[src/design/ttrr_pkg.sv]
// Shared types and constants for the thread table with round-robin scheduling.
`timescale 1ns / 1ps

package ttrr_pkg;

   // Default table sizes.
   localparam int THREAD_SLOTS_DEFAULT  = 16;
   localparam int PROCESS_SLOTS_DEFAULT = 16;

   // Field widths of the call and result transactions.
   localparam int ACTION_W = 3;
   localparam int ADDR_W   = 32;
   localparam int STATUS_W = 2;
   localparam int INDEX_W  = 4;

   // Word returned by the version call.
   localparam logic [ADDR_W-1:0] VERSION_WORD = 32'h0001_0000;

   // Call codes; the remaining codes are illegal.
   typedef enum logic [ACTION_W-1:0] {
      ACT_VERSION     = 3'd0,
      ACT_CREATE_PROC = 3'd1,
      ACT_CREATE_THR  = 3'd2,
      ACT_TERMINATE   = 3'd3,
      ACT_YIELD       = 3'd4
   } action_type;

   // Result status codes.
   typedef enum logic [STATUS_W-1:0] {
      ST_OK      = 2'd0,
      ST_NO_SLOT = 2'd1,
      ST_HALTED  = 2'd2,
      ST_ILLEGAL = 2'd3
   } status_type;

   // Sequencer states.
   typedef enum logic [1:0] {
      SQ_IDLE = 2'd0,
      SQ_READ = 2'd1,
      SQ_EXEC = 2'd2,
      SQ_RESP = 2'd3
   } state_type;

endpackage

[src/design/ttrr_if.sv]
// Call and result channel interfaces with valid/ready handshakes.
`timescale 1ns / 1ps

interface ttrr_req_if;
   import ttrr_pkg::*;

   logic                valid;
   logic                ready;
   logic [ACTION_W-1:0] action;
   logic [ADDR_W-1:0]   entry_address;
   logic [ADDR_W-1:0]   stack_address;

   modport source (output valid, output action, output entry_address,
                   output stack_address, input ready);
   modport sink   (input valid, input action, input entry_address,
                   input stack_address, output ready);
endinterface

interface ttrr_rsp_if;
   import ttrr_pkg::*;

   logic                valid;
   logic                ready;
   logic [STATUS_W-1:0] status;
   logic [ADDR_W-1:0]   result_value;
   logic [INDEX_W-1:0]  running_thread;
   logic [ADDR_W-1:0]   running_pc;
   logic [ADDR_W-1:0]   running_stack;
   logic [INDEX_W-1:0]  running_process;

   modport source (output valid, output status, output result_value,
                   output running_thread, output running_pc, output running_stack,
                   output running_process, input ready);
   modport sink   (input valid, input status, input result_value,
                   input running_thread, input running_pc, input running_stack,
                   input running_process, output ready);
endinterface

[src/design/ttrr_ram.sv]
// Generic single-write, single-read RAM with a registered read port.
`timescale 1ns / 1ps

module ttrr_ram #(
   parameter int WIDTH = 8,
   parameter int DEPTH = 16,
   localparam int AW = (DEPTH > 1) ? $clog2(DEPTH) : 1
) (
   input  logic             clock,
   input  logic             wr_en,
   input  logic [AW-1:0]    wr_addr,
   input  logic [WIDTH-1:0] wr_data,
   input  logic [AW-1:0]    rd_addr,
   output logic [WIDTH-1:0] rd_data
);

   logic [WIDTH-1:0] mem [DEPTH];
   logic [WIDTH-1:0] rd_data_ff;

   // Write port and registered read; a read of the address being written sees old data.
   always_ff @(posedge clock) begin
      if (wr_en) begin
         mem[wr_addr] <= wr_data;
      end
      rd_data_ff <= mem[rd_addr];
   end

   assign rd_data = rd_data_ff;

endmodule

[src/design/ttrr_find_first.sv]
// Priority encoder that returns the lowest set bit of a vector.
`timescale 1ns / 1ps

module ttrr_find_first #(
   parameter int W = 16,
   localparam int IW = (W > 1) ? $clog2(W) : 1
) (
   input  logic [W-1:0]  vec,
   output logic          found,
   output logic [IW-1:0] index
);

   // Scan from the top so that the lowest set bit wins.
   always_comb begin
      found = |vec;
      index = '0;
      for (int i = W - 1; i >= 0; i--) begin
         if (vec[i]) begin
            index = IW'(i);
         end
      end
   end

endmodule

[src/design/thread_table_round_robin.sv]
// Top level: thread and process tables in RAM, sequenced call handling, round-robin yield.
// A call is taken in the idle state and then passes the read, execute and response states; it
// waits in the response state while the result channel stalls, and no new call is taken until
// its result is loaded. The thread RAM read port serves the current thread, the free slot and
// the new current thread in turn. Reset is synchronous and clears the live, process and
// stack-written flags, so no clearing pass is needed; a call can be taken once reset ends.
`timescale 1ns / 1ps

module thread_table_round_robin #(
   parameter int THREAD_SLOTS  = ttrr_pkg::THREAD_SLOTS_DEFAULT,
   parameter int PROCESS_SLOTS = ttrr_pkg::PROCESS_SLOTS_DEFAULT
) (
   input  logic       clock,
   input  logic       reset,
   ttrr_req_if.sink   req_if,
   ttrr_rsp_if.source rsp_if
);
   import ttrr_pkg::*;

   localparam int TW  = $clog2(THREAD_SLOTS);
   localparam int PW  = (PROCESS_SLOTS > 1) ? $clog2(PROCESS_SLOTS) : 1;
   localparam int CW  = $clog2(THREAD_SLOTS + 1);
   localparam int TDW = PW + 2 * ADDR_W;

   // Control registers.
   state_type               state_ff, state_in;
   logic [TW-1:0]           cur_ff, cur_in;
   logic                    halted_ff, halted_in;
   logic [THREAD_SLOTS-1:0] live_ff, live_in;
   logic [THREAD_SLOTS-1:0] stack_set_ff, stack_set_in;
   logic [PROCESS_SLOTS-1:0] plive_ff, plive_in;
   logic                    rsp_valid_ff, rsp_valid_in;

   // Payload registers of the call in progress.
   action_type              action_ff;
   logic [ADDR_W-1:0]       entry_ff, stack_ff;
   logic [TW-1:0]           tslot_ff;
   logic                    tfound_ff;
   logic [PW-1:0]           pslot_ff;
   logic                    pfound_ff;
   logic [PW-1:0]           owner_ff;
   status_type              status_ff, status_in;
   logic [ADDR_W-1:0]       value_ff, value_in;
   logic                    fwd_ff, fwd_in;
   logic [TDW-1:0]          fwd_word_ff;

   // Result registers.
   status_type              rsp_status_ff;
   logic [ADDR_W-1:0]       rsp_value_ff, rsp_pc_ff, rsp_stack_ff;
   logic [INDEX_W-1:0]      rsp_thread_ff, rsp_process_ff;
   logic                    rsp_load;

   // RAM ports.
   logic                    t_we;
   logic [TW-1:0]           t_waddr, t_raddr;
   logic [TDW-1:0]          t_wdata, t_rdata;
   logic                    c_we;
   logic [PW-1:0]           c_waddr, c_raddr;
   logic [CW-1:0]           c_wdata, c_rdata;

   // Search results.
   logic                    tfree_found, pfree_found, above_found, any_found;
   logic [TW-1:0]           tfree_idx, above_idx, any_idx;
   logic [PW-1:0]           pfree_idx;
   logic [THREAD_SLOTS-1:0] yield_vec, above_vec;

   // Helper values for the execute step.
   logic                    cur_live;
   logic                    term_ok;
   logic [CW-1:0]           cnt_dec;
   logic [ADDR_W-1:0]       stack_keep;
   logic [TW+INDEX_W-1:0]   cur_wide;
   logic [PW+INDEX_W-1:0]   owner_wide;
   logic [TDW-1:0]          cur_word;

   // Thread record RAM: owner, saved pc and saved stack pointer.
   ttrr_ram #(.WIDTH(TDW), .DEPTH(THREAD_SLOTS)) u_thread_ram (
      .clock   (clock),
      .wr_en   (t_we),
      .wr_addr (t_waddr),
      .wr_data (t_wdata),
      .rd_addr (t_raddr),
      .rd_data (t_rdata)
   );

   // Process thread count RAM.
   ttrr_ram #(.WIDTH(CW), .DEPTH(PROCESS_SLOTS)) u_count_ram (
      .clock   (clock),
      .wr_en   (c_we),
      .wr_addr (c_waddr),
      .wr_data (c_wdata),
      .rd_addr (c_raddr),
      .rd_data (c_rdata)
   );

   // Free slot searches over the live flags.
   ttrr_find_first #(.W(THREAD_SLOTS)) u_free_thread (
      .vec   (~live_ff),
      .found (tfree_found),
      .index (tfree_idx)
   );

   ttrr_find_first #(.W(PROCESS_SLOTS)) u_free_process (
      .vec   (~plive_ff),
      .found (pfree_found),
      .index (pfree_idx)
   );

   // Round-robin search: first live thread above the current one, else the lowest live one.
   assign term_ok = (action_ff == ACT_TERMINATE) && cur_live;

   always_comb begin
      for (int i = 0; i < THREAD_SLOTS; i++) begin
         yield_vec[i] = live_ff[i] && !(term_ok && (cur_ff == TW'(i)));
         above_vec[i] = yield_vec[i] && (TW'(i) > cur_ff);
      end
   end

   ttrr_find_first #(.W(THREAD_SLOTS)) u_next_above (
      .vec   (above_vec),
      .found (above_found),
      .index (above_idx)
   );

   ttrr_find_first #(.W(THREAD_SLOTS)) u_next_any (
      .vec   (yield_vec),
      .found (any_found),
      .index (any_idx)
   );

   assign cur_live   = live_ff[cur_ff];
   assign cnt_dec    = (c_rdata != '0) ? c_rdata - CW'(1) : c_rdata;
   assign stack_keep = stack_set_ff[tslot_ff] ? t_rdata[ADDR_W-1:0] : '0;
   assign cur_word   = fwd_ff ? fwd_word_ff : t_rdata;
   assign cur_wide   = {{INDEX_W{1'b0}}, cur_ff};
   assign owner_wide = {{INDEX_W{1'b0}}, cur_word[TDW-1:2*ADDR_W]};
   assign rsp_load   = (state_ff == SQ_RESP) && (!rsp_valid_ff || rsp_if.ready);

   // Sequencer: next state, table updates and RAM controls.
   always_comb begin
      state_in     = state_ff;
      cur_in       = cur_ff;
      halted_in    = halted_ff;
      live_in      = live_ff;
      stack_set_in = stack_set_ff;
      plive_in     = plive_ff;
      status_in    = status_ff;
      value_in     = value_ff;
      fwd_in       = fwd_ff;
      t_we         = 1'b0;
      t_waddr      = tslot_ff;
      t_wdata      = {owner_ff, entry_ff, stack_ff};
      t_raddr      = cur_ff;
      c_we         = 1'b0;
      c_waddr      = owner_ff;
      c_wdata      = c_rdata + CW'(1);
      c_raddr      = owner_ff;

      unique case (state_ff)
         SQ_IDLE: begin
            // Read the current thread's record while the call is taken.
            if (req_if.valid) begin
               state_in = SQ_READ;
            end
         end
         SQ_READ: begin
            // Fetch the free slot's record and the owner's thread count.
            t_raddr  = tfree_idx;
            c_raddr  = t_rdata[TDW-1:2*ADDR_W];
            state_in = SQ_EXEC;
         end
         SQ_EXEC: begin
            status_in = ST_OK;
            value_in  = '0;
            if (halted_ff) begin
               status_in = ST_HALTED;
            end else begin
               unique case (action_ff)
                  ACT_VERSION: begin
                     value_in = VERSION_WORD;
                  end
                  ACT_CREATE_PROC: begin
                     if (!pfound_ff || !tfound_ff) begin
                        status_in = ST_NO_SLOT;
                     end else begin
                        plive_in[pslot_ff]     = 1'b1;
                        live_in[tslot_ff]      = 1'b1;
                        stack_set_in[tslot_ff] = 1'b1;
                        t_we    = 1'b1;
                        t_wdata = {pslot_ff, entry_ff, stack_keep};
                        c_we    = 1'b1;
                        c_waddr = pslot_ff;
                        c_wdata = CW'(1);
                     end
                  end
                  ACT_CREATE_THR: begin
                     if (!cur_live || !tfound_ff) begin
                        status_in = ST_NO_SLOT;
                     end else begin
                        live_in[tslot_ff]      = 1'b1;
                        stack_set_in[tslot_ff] = 1'b1;
                        t_we = 1'b1;
                        c_we = 1'b1;
                     end
                  end
                  ACT_TERMINATE: begin
                     if (!cur_live) begin
                        status_in = ST_NO_SLOT;
                     end else begin
                        live_in[cur_ff] = 1'b0;
                        c_we    = 1'b1;
                        c_wdata = cnt_dec;
                        if (cnt_dec == '0) begin
                           plive_in[owner_ff] = 1'b0;
                        end
                        if (above_found) begin
                           cur_in = above_idx;
                        end else if (any_found) begin
                           cur_in = any_idx;
                        end else begin
                           halted_in = 1'b1;
                           status_in = ST_HALTED;
                        end
                     end
                  end
                  ACT_YIELD: begin
                     if (above_found) begin
                        cur_in = above_idx;
                     end else if (any_found) begin
                        cur_in = any_idx;
                     end else begin
                        halted_in = 1'b1;
                        status_in = ST_HALTED;
                     end
                  end
                  default: begin
                     status_in = ST_ILLEGAL;
                  end
               endcase
            end
            // Read the new current thread; forward the record if it is being written now.
            t_raddr  = cur_in;
            fwd_in   = t_we && (t_waddr == cur_in);
            state_in = SQ_RESP;
         end
         SQ_RESP: begin
            if (rsp_load) begin
               state_in = SQ_IDLE;
            end
         end
         default: begin
            state_in = SQ_IDLE;
         end
      endcase
   end

   // Result channel valid flag.
   always_comb begin
      rsp_valid_in = rsp_valid_ff;
      if (rsp_valid_ff && rsp_if.ready) begin
         rsp_valid_in = 1'b0;
      end
      if (rsp_load) begin
         rsp_valid_in = 1'b1;
      end
   end

   // Control state registers.
   always_ff @(posedge clock) begin
      if (reset) begin
         state_ff     <= SQ_IDLE;
         cur_ff       <= '0;
         halted_ff    <= 1'b0;
         live_ff      <= '0;
         stack_set_ff <= '0;
         plive_ff     <= '0;
         rsp_valid_ff <= 1'b0;
      end else begin
         state_ff     <= state_in;
         cur_ff       <= cur_in;
         halted_ff    <= halted_in;
         live_ff      <= live_in;
         stack_set_ff <= stack_set_in;
         plive_ff     <= plive_in;
         rsp_valid_ff <= rsp_valid_in;
      end
   end

   // Payload registers of the call in progress.
   always_ff @(posedge clock) begin
      if (state_ff == SQ_IDLE && req_if.valid) begin
         action_ff <= action_type'(req_if.action);
         entry_ff  <= req_if.entry_address;
         stack_ff  <= req_if.stack_address;
      end
      if (state_ff == SQ_READ) begin
         tslot_ff  <= tfree_idx;
         tfound_ff <= tfree_found;
         pslot_ff  <= pfree_idx;
         pfound_ff <= pfree_found;
         owner_ff  <= t_rdata[TDW-1:2*ADDR_W];
      end
      if (state_ff == SQ_EXEC) begin
         fwd_word_ff <= t_wdata;
      end
      status_ff <= status_in;
      value_ff  <= value_in;
      fwd_ff    <= fwd_in;
   end

   // Result registers; a thread that is not live reports zero pc, stack and process fields.
   always_ff @(posedge clock) begin
      if (rsp_load) begin
         rsp_status_ff <= status_ff;
         rsp_value_ff  <= value_ff;
         rsp_thread_ff <= cur_wide[INDEX_W-1:0];
         if (cur_live) begin
            rsp_pc_ff      <= cur_word[2*ADDR_W-1:ADDR_W];
            rsp_stack_ff   <= cur_word[ADDR_W-1:0];
            rsp_process_ff <= owner_wide[INDEX_W-1:0];
         end else begin
            rsp_pc_ff      <= '0;
            rsp_stack_ff   <= '0;
            rsp_process_ff <= '0;
         end
      end
   end

   // Channel outputs.
   assign req_if.ready           = (state_ff == SQ_IDLE);
   assign rsp_if.valid           = rsp_valid_ff;
   assign rsp_if.status          = rsp_status_ff;
   assign rsp_if.result_value    = rsp_value_ff;
   assign rsp_if.running_thread  = rsp_thread_ff;
   assign rsp_if.running_pc      = rsp_pc_ff;
   assign rsp_if.running_stack   = rsp_stack_ff;
   assign rsp_if.running_process = rsp_process_ff;

endmodule
[src/flat_wrapper.sv]
// flat-port wrapper written by rule: the top's interface ports become plain ports
module thread_table_round_robin_flat import ttrr_pkg::*;
#(
   parameter int THREAD_SLOTS  = ttrr_pkg::THREAD_SLOTS_DEFAULT,
   parameter int PROCESS_SLOTS = ttrr_pkg::PROCESS_SLOTS_DEFAULT
)
  (clock, reset, req_if_valid, req_if_action, req_if_entry_address, req_if_stack_address, req_if_ready, rsp_if_valid, rsp_if_status, rsp_if_result_value, rsp_if_running_thread, rsp_if_running_pc, rsp_if_running_stack, rsp_if_running_process, rsp_if_ready);
  ttrr_req_if req_if_i ();
  ttrr_rsp_if rsp_if_i ();
  input  logic clock;
  input  logic reset;
  input wire logic [$bits(req_if_i.valid)-1:0] req_if_valid;
  input wire logic [$bits(req_if_i.action)-1:0] req_if_action;
  input wire logic [$bits(req_if_i.entry_address)-1:0] req_if_entry_address;
  input wire logic [$bits(req_if_i.stack_address)-1:0] req_if_stack_address;
  output wire logic [$bits(req_if_i.ready)-1:0] req_if_ready;
  output wire logic [$bits(rsp_if_i.valid)-1:0] rsp_if_valid;
  output wire logic [$bits(rsp_if_i.status)-1:0] rsp_if_status;
  output wire logic [$bits(rsp_if_i.result_value)-1:0] rsp_if_result_value;
  output wire logic [$bits(rsp_if_i.running_thread)-1:0] rsp_if_running_thread;
  output wire logic [$bits(rsp_if_i.running_pc)-1:0] rsp_if_running_pc;
  output wire logic [$bits(rsp_if_i.running_stack)-1:0] rsp_if_running_stack;
  output wire logic [$bits(rsp_if_i.running_process)-1:0] rsp_if_running_process;
  input wire logic [$bits(rsp_if_i.ready)-1:0] rsp_if_ready;
  assign req_if_i.valid = req_if_valid;
  assign req_if_i.action = req_if_action;
  assign req_if_i.entry_address = req_if_entry_address;
  assign req_if_i.stack_address = req_if_stack_address;
  assign req_if_ready = req_if_i.ready;
  assign rsp_if_valid = rsp_if_i.valid;
  assign rsp_if_status = rsp_if_i.status;
  assign rsp_if_result_value = rsp_if_i.result_value;
  assign rsp_if_running_thread = rsp_if_i.running_thread;
  assign rsp_if_running_pc = rsp_if_i.running_pc;
  assign rsp_if_running_stack = rsp_if_i.running_stack;
  assign rsp_if_running_process = rsp_if_i.running_process;
  assign rsp_if_i.ready = rsp_if_ready;
  thread_table_round_robin #(.THREAD_SLOTS(THREAD_SLOTS), .PROCESS_SLOTS(PROCESS_SLOTS)) u_core (.clock(clock), .reset(reset), .req_if(req_if_i), .rsp_if(rsp_if_i));
endmodule
[config.mk]
export PLATFORM = sky130hd
export DESIGN_NAME = thread_table_round_robin_flat
export DESIGN_NICKNAME = d
export VERILOG_FILES = /design/src/design/ttrr_pkg.sv /design/src/design/ttrr_if.sv /design/src/design/ttrr_ram.sv /design/src/design/ttrr_find_first.sv /design/src/design/thread_table_round_robin.sv /design/src/flat_wrapper.sv
export SDC_FILE = /design/constraint.sdc
export NUM_CORES = 2
export LEC_CHECK = 0
export BUFFER_PORTS_ARGS = -buffer_cell sky130_fd_sc_hd__buf_4
export CAP_MARGIN = 25
export CORE_MARGIN = 1.5
export CORE_UTILIZATION = 55
export CTS_BUF_LIST = sky130_fd_sc_hd__clkbuf_8
export DETAILED_ROUTE_END_ITERATION = 10
export PLACE_DENSITY = 0.7
export SYNTH_ARGS = -nofsm -noshare
export SYNTH_HDL_FRONTEND = slang
export SYNTH_SLANG_ARGS = --single-unit
[constraint.sdc]
create_clock -name clock -period 12.6 [get_ports clock]
set_clock_uncertainty 0.15 [all_clocks]
set_input_delay 1.89 -clock clock [delete_from_list [all_inputs] [get_ports clock]]
set_output_delay 1.89 -clock clock [all_outputs]
set_load 0.02 [all_outputs]
==> impl_results.html <==
<table>
<tr><th>Metric</th><th>Value</th></tr>
<tr><th colspan="2">Floorplan</th></tr>
<tr><td>I/O pins</td><td>179</td></tr>
<tr><td>Die Span Y</td><td>331 um</td></tr>
<tr><td>Site row count</td><td>120</td></tr>
<tr><td>Width of the die</td><td>331 um</td></tr>
<tr><td>Overall die area</td><td>0.110 mm^2</td></tr>
<tr><td>Initial Utilization</td><td>0.554</td></tr>
<tr><td>Placeable core region</td><td>0.107 mm^2</td></tr>
<tr><th colspan="2">Routing</th></tr>
<tr><td>Routed wire length</td><td>149000 um</td></tr>
<tr><td>Number of DRC violations after detailed-routing iteration 0</td><td>4168</td></tr>
<tr><td>Mean routed wirelength per cell</td><td>25.6 um</td></tr>
<tr><td>Vias per std cell</td><td>6.11</td></tr>
<tr><td>Top layer reached by signal wires</td><td>met4</td></tr>
<tr><td>Routed vias</td><td>35400</td></tr>
<tr><td>Wire length on met2</td><td>70800 um</td></tr>
<tr><td>Number of remaining DRC errors</td><td>0</td></tr>
<tr><td>Number of detailed-route iterations in the first pass</td><td>5</td></tr>
<tr><td>Remaining number of nets flagged by the antenna check after routing</td><td>0</td></tr>
<tr><td>Routed wl met3</td><td>11600 um</td></tr>
<tr><td>Met1 layer wirelength in the final routing</td><td>61200 um</td></tr>
<tr><th colspan="2">Power and ir drop</th></tr>
<tr><td>Internal power summed over all cells</td><td>9280 uW</td></tr>
<tr><td>Power per cell area</td><td>209 mW/mm^2</td></tr>
<tr><td>Proportion of power drawn by the clock network</td><td>0.274</td></tr>
<tr><td>Part of the power in registers</td><td>0.474</td></tr>
<tr><td>Worst ir drop on vdd</td><td>0.264 mV</td></tr>
<tr><td>Net Switching</td><td>4520 uW</td></tr>
<tr><td>Gate power share</td><td>0.252</td></tr>
<tr><td>Leak</td><td>0.0246 uW</td></tr>
<tr><td>Proportion of total power due to net switching</td><td>0.327</td></tr>
<tr><th colspan="2">Critical path</th></tr>
<tr><td>Worst setup path class</td><td>register to register</td></tr>
<tr><td>Worst-path fanout max</td><td>152</td></tr>
<tr><td>Reg-to-reg endpoint</td><td>u_core.u_thread_ram.rd_data[32]</td></tr>
<tr><td>Worst R2R Path Depth</td><td>14</td></tr>
<tr><td>Crit path from</td><td>u_core.cur_ff[2]</td></tr>
<tr><td>Critical Path Sink</td><td>u_core.u_thread_ram.rd_data[32]</td></tr>
<tr><td>Delay of the slowest cell on the worst path</td><td>990 ps</td></tr>
<tr><td>Cell-by-cell listing of the critical path</td><td>nor2_1 &gt; a22oi_1 &gt; o31ai_1 &gt; nor4_2 &gt; o311ai_0 &gt; o211ai_1 &gt; a21oi_1 &gt; a31oi_1 &gt; and2_4 &gt; buf_12 &gt; buf_4 &gt; mux2i_1 &gt; a22oi_1 &gt; and4_1</td></tr>
<tr><td>Kind of start point of the critical path</td><td>register</td></tr>
<tr><td>Critical-path cell with the highest stage delay</td><td>sky130_fd_sc_hd__dfxtp_1</td></tr>
<tr><td>Worst r2r src</td><td>u_core.cur_ff[2]</td></tr>
<tr><td>Data required time at the worst endpoint</td><td>13230 ps</td></tr>
<tr><td>Type of element capturing the critical path</td><td>register</td></tr>
<tr><td>Data arrival time of the critical path</td><td>7690 ps</td></tr>
<tr><td>Worst setup slack for register-to-register paths</td><td>5540 ps</td></tr>
<tr><td>Most used cell, CP</td><td>sky130_fd_sc_hd__a22oi_1</td></tr>
<tr><th colspan="2">STA</th></tr>
<tr><td>Headroom to the max-slew limit</td><td>0.244</td></tr>
<tr><td>Worst Max-Slew Pin Slew</td><td>1130 ps</td></tr>
<tr><td>Max-slew violation total from the final report</td><td>0</td></tr>
<tr><td>Final setup violating endpoints</td><td>0</td></tr>
<tr><td>Worst setup margin</td><td>5540 ps</td></tr>
<tr><td>Tcrit/Tclk final</td><td>0.561</td></tr>
<tr><td>Maximum clock frequency</td><td>0.142 GHz</td></tr>
<tr><td>Hold violation count in the final report</td><td>0</td></tr>
<tr><td>Final sum of negative setup slack</td><td>0 ps</td></tr>
<tr><td>Setup repair after global routing missed its margin</td><td>no</td></tr>
<tr><td>Period minus WS final</td><td>7060 ps</td></tr>
<tr><th colspan="2">Final layout</th></tr>
<tr><td>Most common cell after layout, fill and taps aside</td><td>sky130_fd_sc_hd__edfxtp_1</td></tr>
<tr><td>Area delta synth-&gt;final</td><td>11.6%</td></tr>
<tr><td>Fraction of final layout cells sized beyond drive strength 1</td><td>0.129</td></tr>
<tr><td>Final nets</td><td>4269</td></tr>
<tr><td>Utilization of the core after routing</td><td>0.618</td></tr>
<tr><td>Commonest cells after routing, fill and taps aside</td><td>sky130_fd_sc_hd__edfxtp_1 (1392), sky130_fd_sc_hd__nand2_1 (527), sky130_fd_sc_hd__a21oi_1 (370), sky130_fd_sc_hd__mux2i_1 (328), sky130_fd_sc_hd__a22oi_1 (278)</td></tr>
<tr><td>Number of standard cells in the layout, taps in and fillers out</td><td>5794</td></tr>
<tr><th colspan="2">Clock network</th></tr>
<tr><td>CTS H-tree lvls</td><td>4</td></tr>
<tr><td>TritonCTS sink count</td><td>1525</td></tr>
<tr><td>Post_cts resized</td><td>0</td></tr>
<tr><td>Number of buffers inserted for hold repair after clock tree synthesis</td><td>0</td></tr>
<tr><td>Clock root buffer</td><td>sky130_fd_sc_hd__clkbuf_8</td></tr>
<tr><td>Clock tree buffer depth</td><td>3</td></tr>
<tr><td>Clock transition time at the flip-flop clock pins of the worst setup and hold paths</td><td>60 ps</td></tr>
<tr><td>Clock tree from TritonCTS</td><td>done</td></tr>
<tr><td>Post-CTS setup buffer count</td><td>0</td></tr>
<tr><td>Number of buffers created by CTS</td><td>229</td></tr>
<tr><td>Clock latency at the later pin of the worst-skew pair</td><td>900 ps</td></tr>
<tr><th colspan="2">Synth</th></tr>
<tr><td>Distinct cells, synth</td><td>76</td></tr>
<tr><td>Post-synthesis cell count</td><td>3989</td></tr>
<tr><td>Post-synthesis sequential element count</td><td>1525</td></tr>
<tr><td>Flip-flop cell with the highest count after synthesis</td><td>sky130_fd_sc_hd__edfxtp_1</td></tr>
<tr><td>Post-Synthesis Cell Area</td><td>0.0592 mm^2</td></tr>
<tr><td>Asr flop ratio synth</td><td>0</td></tr>
<tr><td>Count of yosys warnings during synthesis</td><td>0</td></tr>
<tr><td>Post-synthesis sequential area ratio</td><td>0.751</td></tr>
<tr><td>Average cell area after synthesis</td><td>14.8 um^2</td></tr>
<tr><td>Count of flip-flops with a built-in enable after synthesis</td><td>1392</td></tr>
<tr><th colspan="2">Placed design</th></tr>
<tr><td>Worst setup slack after placement</td><td>5820 ps</td></tr>
<tr><td>Number of cells after detailed placement</td><td>5362</td></tr>
<tr><td>Final Wtd Congestion</td><td>0.929</td></tr>
<tr><td>Total half-perimeter wirelength after legalization and detailed placement</td><td>75500 um</td></tr>
<tr><td>Port Buffer Count</td><td>147</td></tr>
<tr><th colspan="2">Global routing</th></tr>
<tr><td>All-Layer GR Usage</td><td>0.269</td></tr>
<tr><td>Largest net degree at the start of global routing</td><td>153</td></tr>
<tr><td>Vias in the first global route</td><td>33900</td></tr>
<tr><td>Number of antenna violations at the first check in global routing</td><td>1</td></tr>
<tr><td>Global-route wire length before repair</td><td>216000 um</td></tr>
<tr><td>Global route total overflow</td><td>0</td></tr>
<tr><th colspan="2">Outcome</th></tr>
<tr><td>Outcome</td><td>finished clean</td></tr>
<tr><th colspan="2">Run</th></tr>
<tr><td>Reported max-cap violation count</td><td>0</td></tr>
<tr><th colspan="2">Hold path</th></tr>
<tr><td>Worst Hold Class</td><td>register to register</td></tr>
</table>
==> layout make-up <==
cell class              instances  area, um^2
diodes                          2        5.00
clock buffers                 246        3390
clock inverters               182         938
fillers                      7908       40800
inverters                      33         136
multi-input cells            2185       13700
flip-flops and latches       1525       44500
well taps                    1403        1760
repair buffers                218        1720
==> sequential cells by signal (all words and copies together), names as in the netlist, 32 cells and up <==
| register | cells |
|---|---|
| u_core.u_thread_ram.mem | 1088 |
| u_core.u_count_ram.mem | 80 |
| u_core.fwd_word_ff | 68 |
| u_core.u_thread_ram.rd_data | 68 |
| u_core.entry_ff | 32 |
| u_core.rsp_if.running_pc | 32 |
| u_core.rsp_if.running_stack | 32 |
| u_core.stack_ff | 32 |
==> worst min path at each step <==
stage / start / end / cells past startpoint
finish: u_core.status_ff[0] / u_core.rsp_if.status[0] / 0
global route: u_core.status_ff[0] / u_core.rsp_if.status[0] / 0
CTS: u_core.status_ff[0] / u_core.rsp_if.status[0] / 0
detailed placement: u_core.value_ff[16] / u_core.rsp_if.result_value[16] / 0
global placement: u_core.status_ff[0] / u_core.rsp_if.status[0] / 0
floorplan: u_core.value_ff[16] / u_core.rsp_if.result_value[16] / 0
==> worst max-delay path: cells and delay by family, from the launching register on <==
kind	cells	cell delay [ps]
AO/OA/AOI/OAI	7	1620
flip-flops	1	990
multiplexers	1	300
AND/OR/NAND/NOR	4	1920
buffers and inverters	2	1460
==> synth_stat cells (4+ instances only) <==
master / count / area share
sky130_fd_sc_hd__or4_1: 5 / 0.00063
sky130_fd_sc_hd__nand4_1: 11 / 0.0012
sky130_fd_sc_hd__mux2i_1: 330 / 0.056
sky130_fd_sc_hd__o211ai_1: 8 / 0.0010
sky130_fd_sc_hd__a21boi_0: 8 / 0.0010
sky130_fd_sc_hd__nand2_1: 530 / 0.034
sky130_fd_sc_hd__or2_2: 9 / 0.00095
sky130_fd_sc_hd__inv_1: 33 / 0.0021
sky130_fd_sc_hd__and3_1: 28 / 0.0030
sky130_fd_sc_hd__mux2_2: 5 / 0.00095
sky130_fd_sc_hd__buf_1: 30 / 0.0019
sky130_fd_sc_hd__edfxtp_1: 1392 / 0.71
sky130_fd_sc_hd__nand3b_1: 6 / 0.00076
sky130_fd_sc_hd__buf_4: 37 / 0.0047
sky130_fd_sc_hd__nand3_1: 63 / 0.0053
sky130_fd_sc_hd__a31oi_1: 24 / 0.0025
sky130_fd_sc_hd__buf_2: 69 / 0.0058
sky130_fd_sc_hd__and2_1: 10 / 0.0011
sky130_fd_sc_hd__a21oi_1: 370 / 0.031
sky130_fd_sc_hd__and4_1: 68 / 0.010
sky130_fd_sc_hd__nor3_1: 21 / 0.0018
sky130_fd_sc_hd__clkbuf_1: 137 / 0.0087
sky130_fd_sc_hd__nor2b_1: 14 / 0.0015
sky130_fd_sc_hd__o21ai_0: 47 / 0.0040
sky130_fd_sc_hd__dfxtp_1: 133 / 0.045
sky130_fd_sc_hd__a21o_1: 6 / 0.00076
sky130_fd_sc_hd__o31ai_1: 12 / 0.0015
sky130_fd_sc_hd__nor2_1: 167 / 0.011
sky130_fd_sc_hd__xnor2_1: 4 / 0.00059
sky130_fd_sc_hd__ha_1: 6 / 0.0013
sky130_fd_sc_hd__nand4b_1: 4 / 0.00059
sky130_fd_sc_hd__o32ai_1: 4 / 0.00059
sky130_fd_sc_hd__nand2b_1: 16 / 0.0017
sky130_fd_sc_hd__a221oi_1: 4 / 0.00059
sky130_fd_sc_hd__nor4_1: 5 / 0.00053
sky130_fd_sc_hd__a311oi_1: 11 / 0.0016
sky130_fd_sc_hd__o22ai_1: 13 / 0.0014
sky130_fd_sc_hd__o22a_1: 4 / 0.00059
sky130_fd_sc_hd__mux4_2: 5 / 0.0019
sky130_fd_sc_hd__a211oi_1: 14 / 0.0018
sky130_fd_sc_hd__a22oi_1: 278 / 0.035
==> through the flow <==
step                hold slack (ps)  total power, uW  cell area [um^2]
floorplan                       250             8830             59300
global placement                255            10000             61700
detailed placement              263            10100             61700
CTS                             275            13800             66000
global route                    276            14400             66100
finish                          268            13800             66100
==> power by group through the flow <==
| stage | Sequential (uW) | Combinational [uW] | Clock (uW) |
|---|---|---|---|
| floorplan | 6540 | 2280 | 0 |
| global placement | 6630 | 3400 | 0 |
| detailed placement | 6640 | 3440 | 0 |
| CTS | 6530 | 3450 | 3840 |
| global route | 6570 | 3740 | 4050 |
| finish | 6540 | 3480 | 3790 |
==> kinds of logic after synthesis <==
kind of cell	synth area share
buffers and inverters	0.0238
and+or+nand+nor	0.0747
DFF	0.751
other	0.0000633
AOI/OAI and AO/OA	0.0899
xor gates and xnor gates	0.000887
muxes	0.0586
adders and majority gates	0.00127
==> layer usage <==
layer,vias up,GRT usage
met2,1671,0.426
li1,15700,-
met3,303,0.0460
met4,0,0.105
met1,17800,0.374
met5,-,0
No activity file was read; power rests on OpenSTA's default activity.
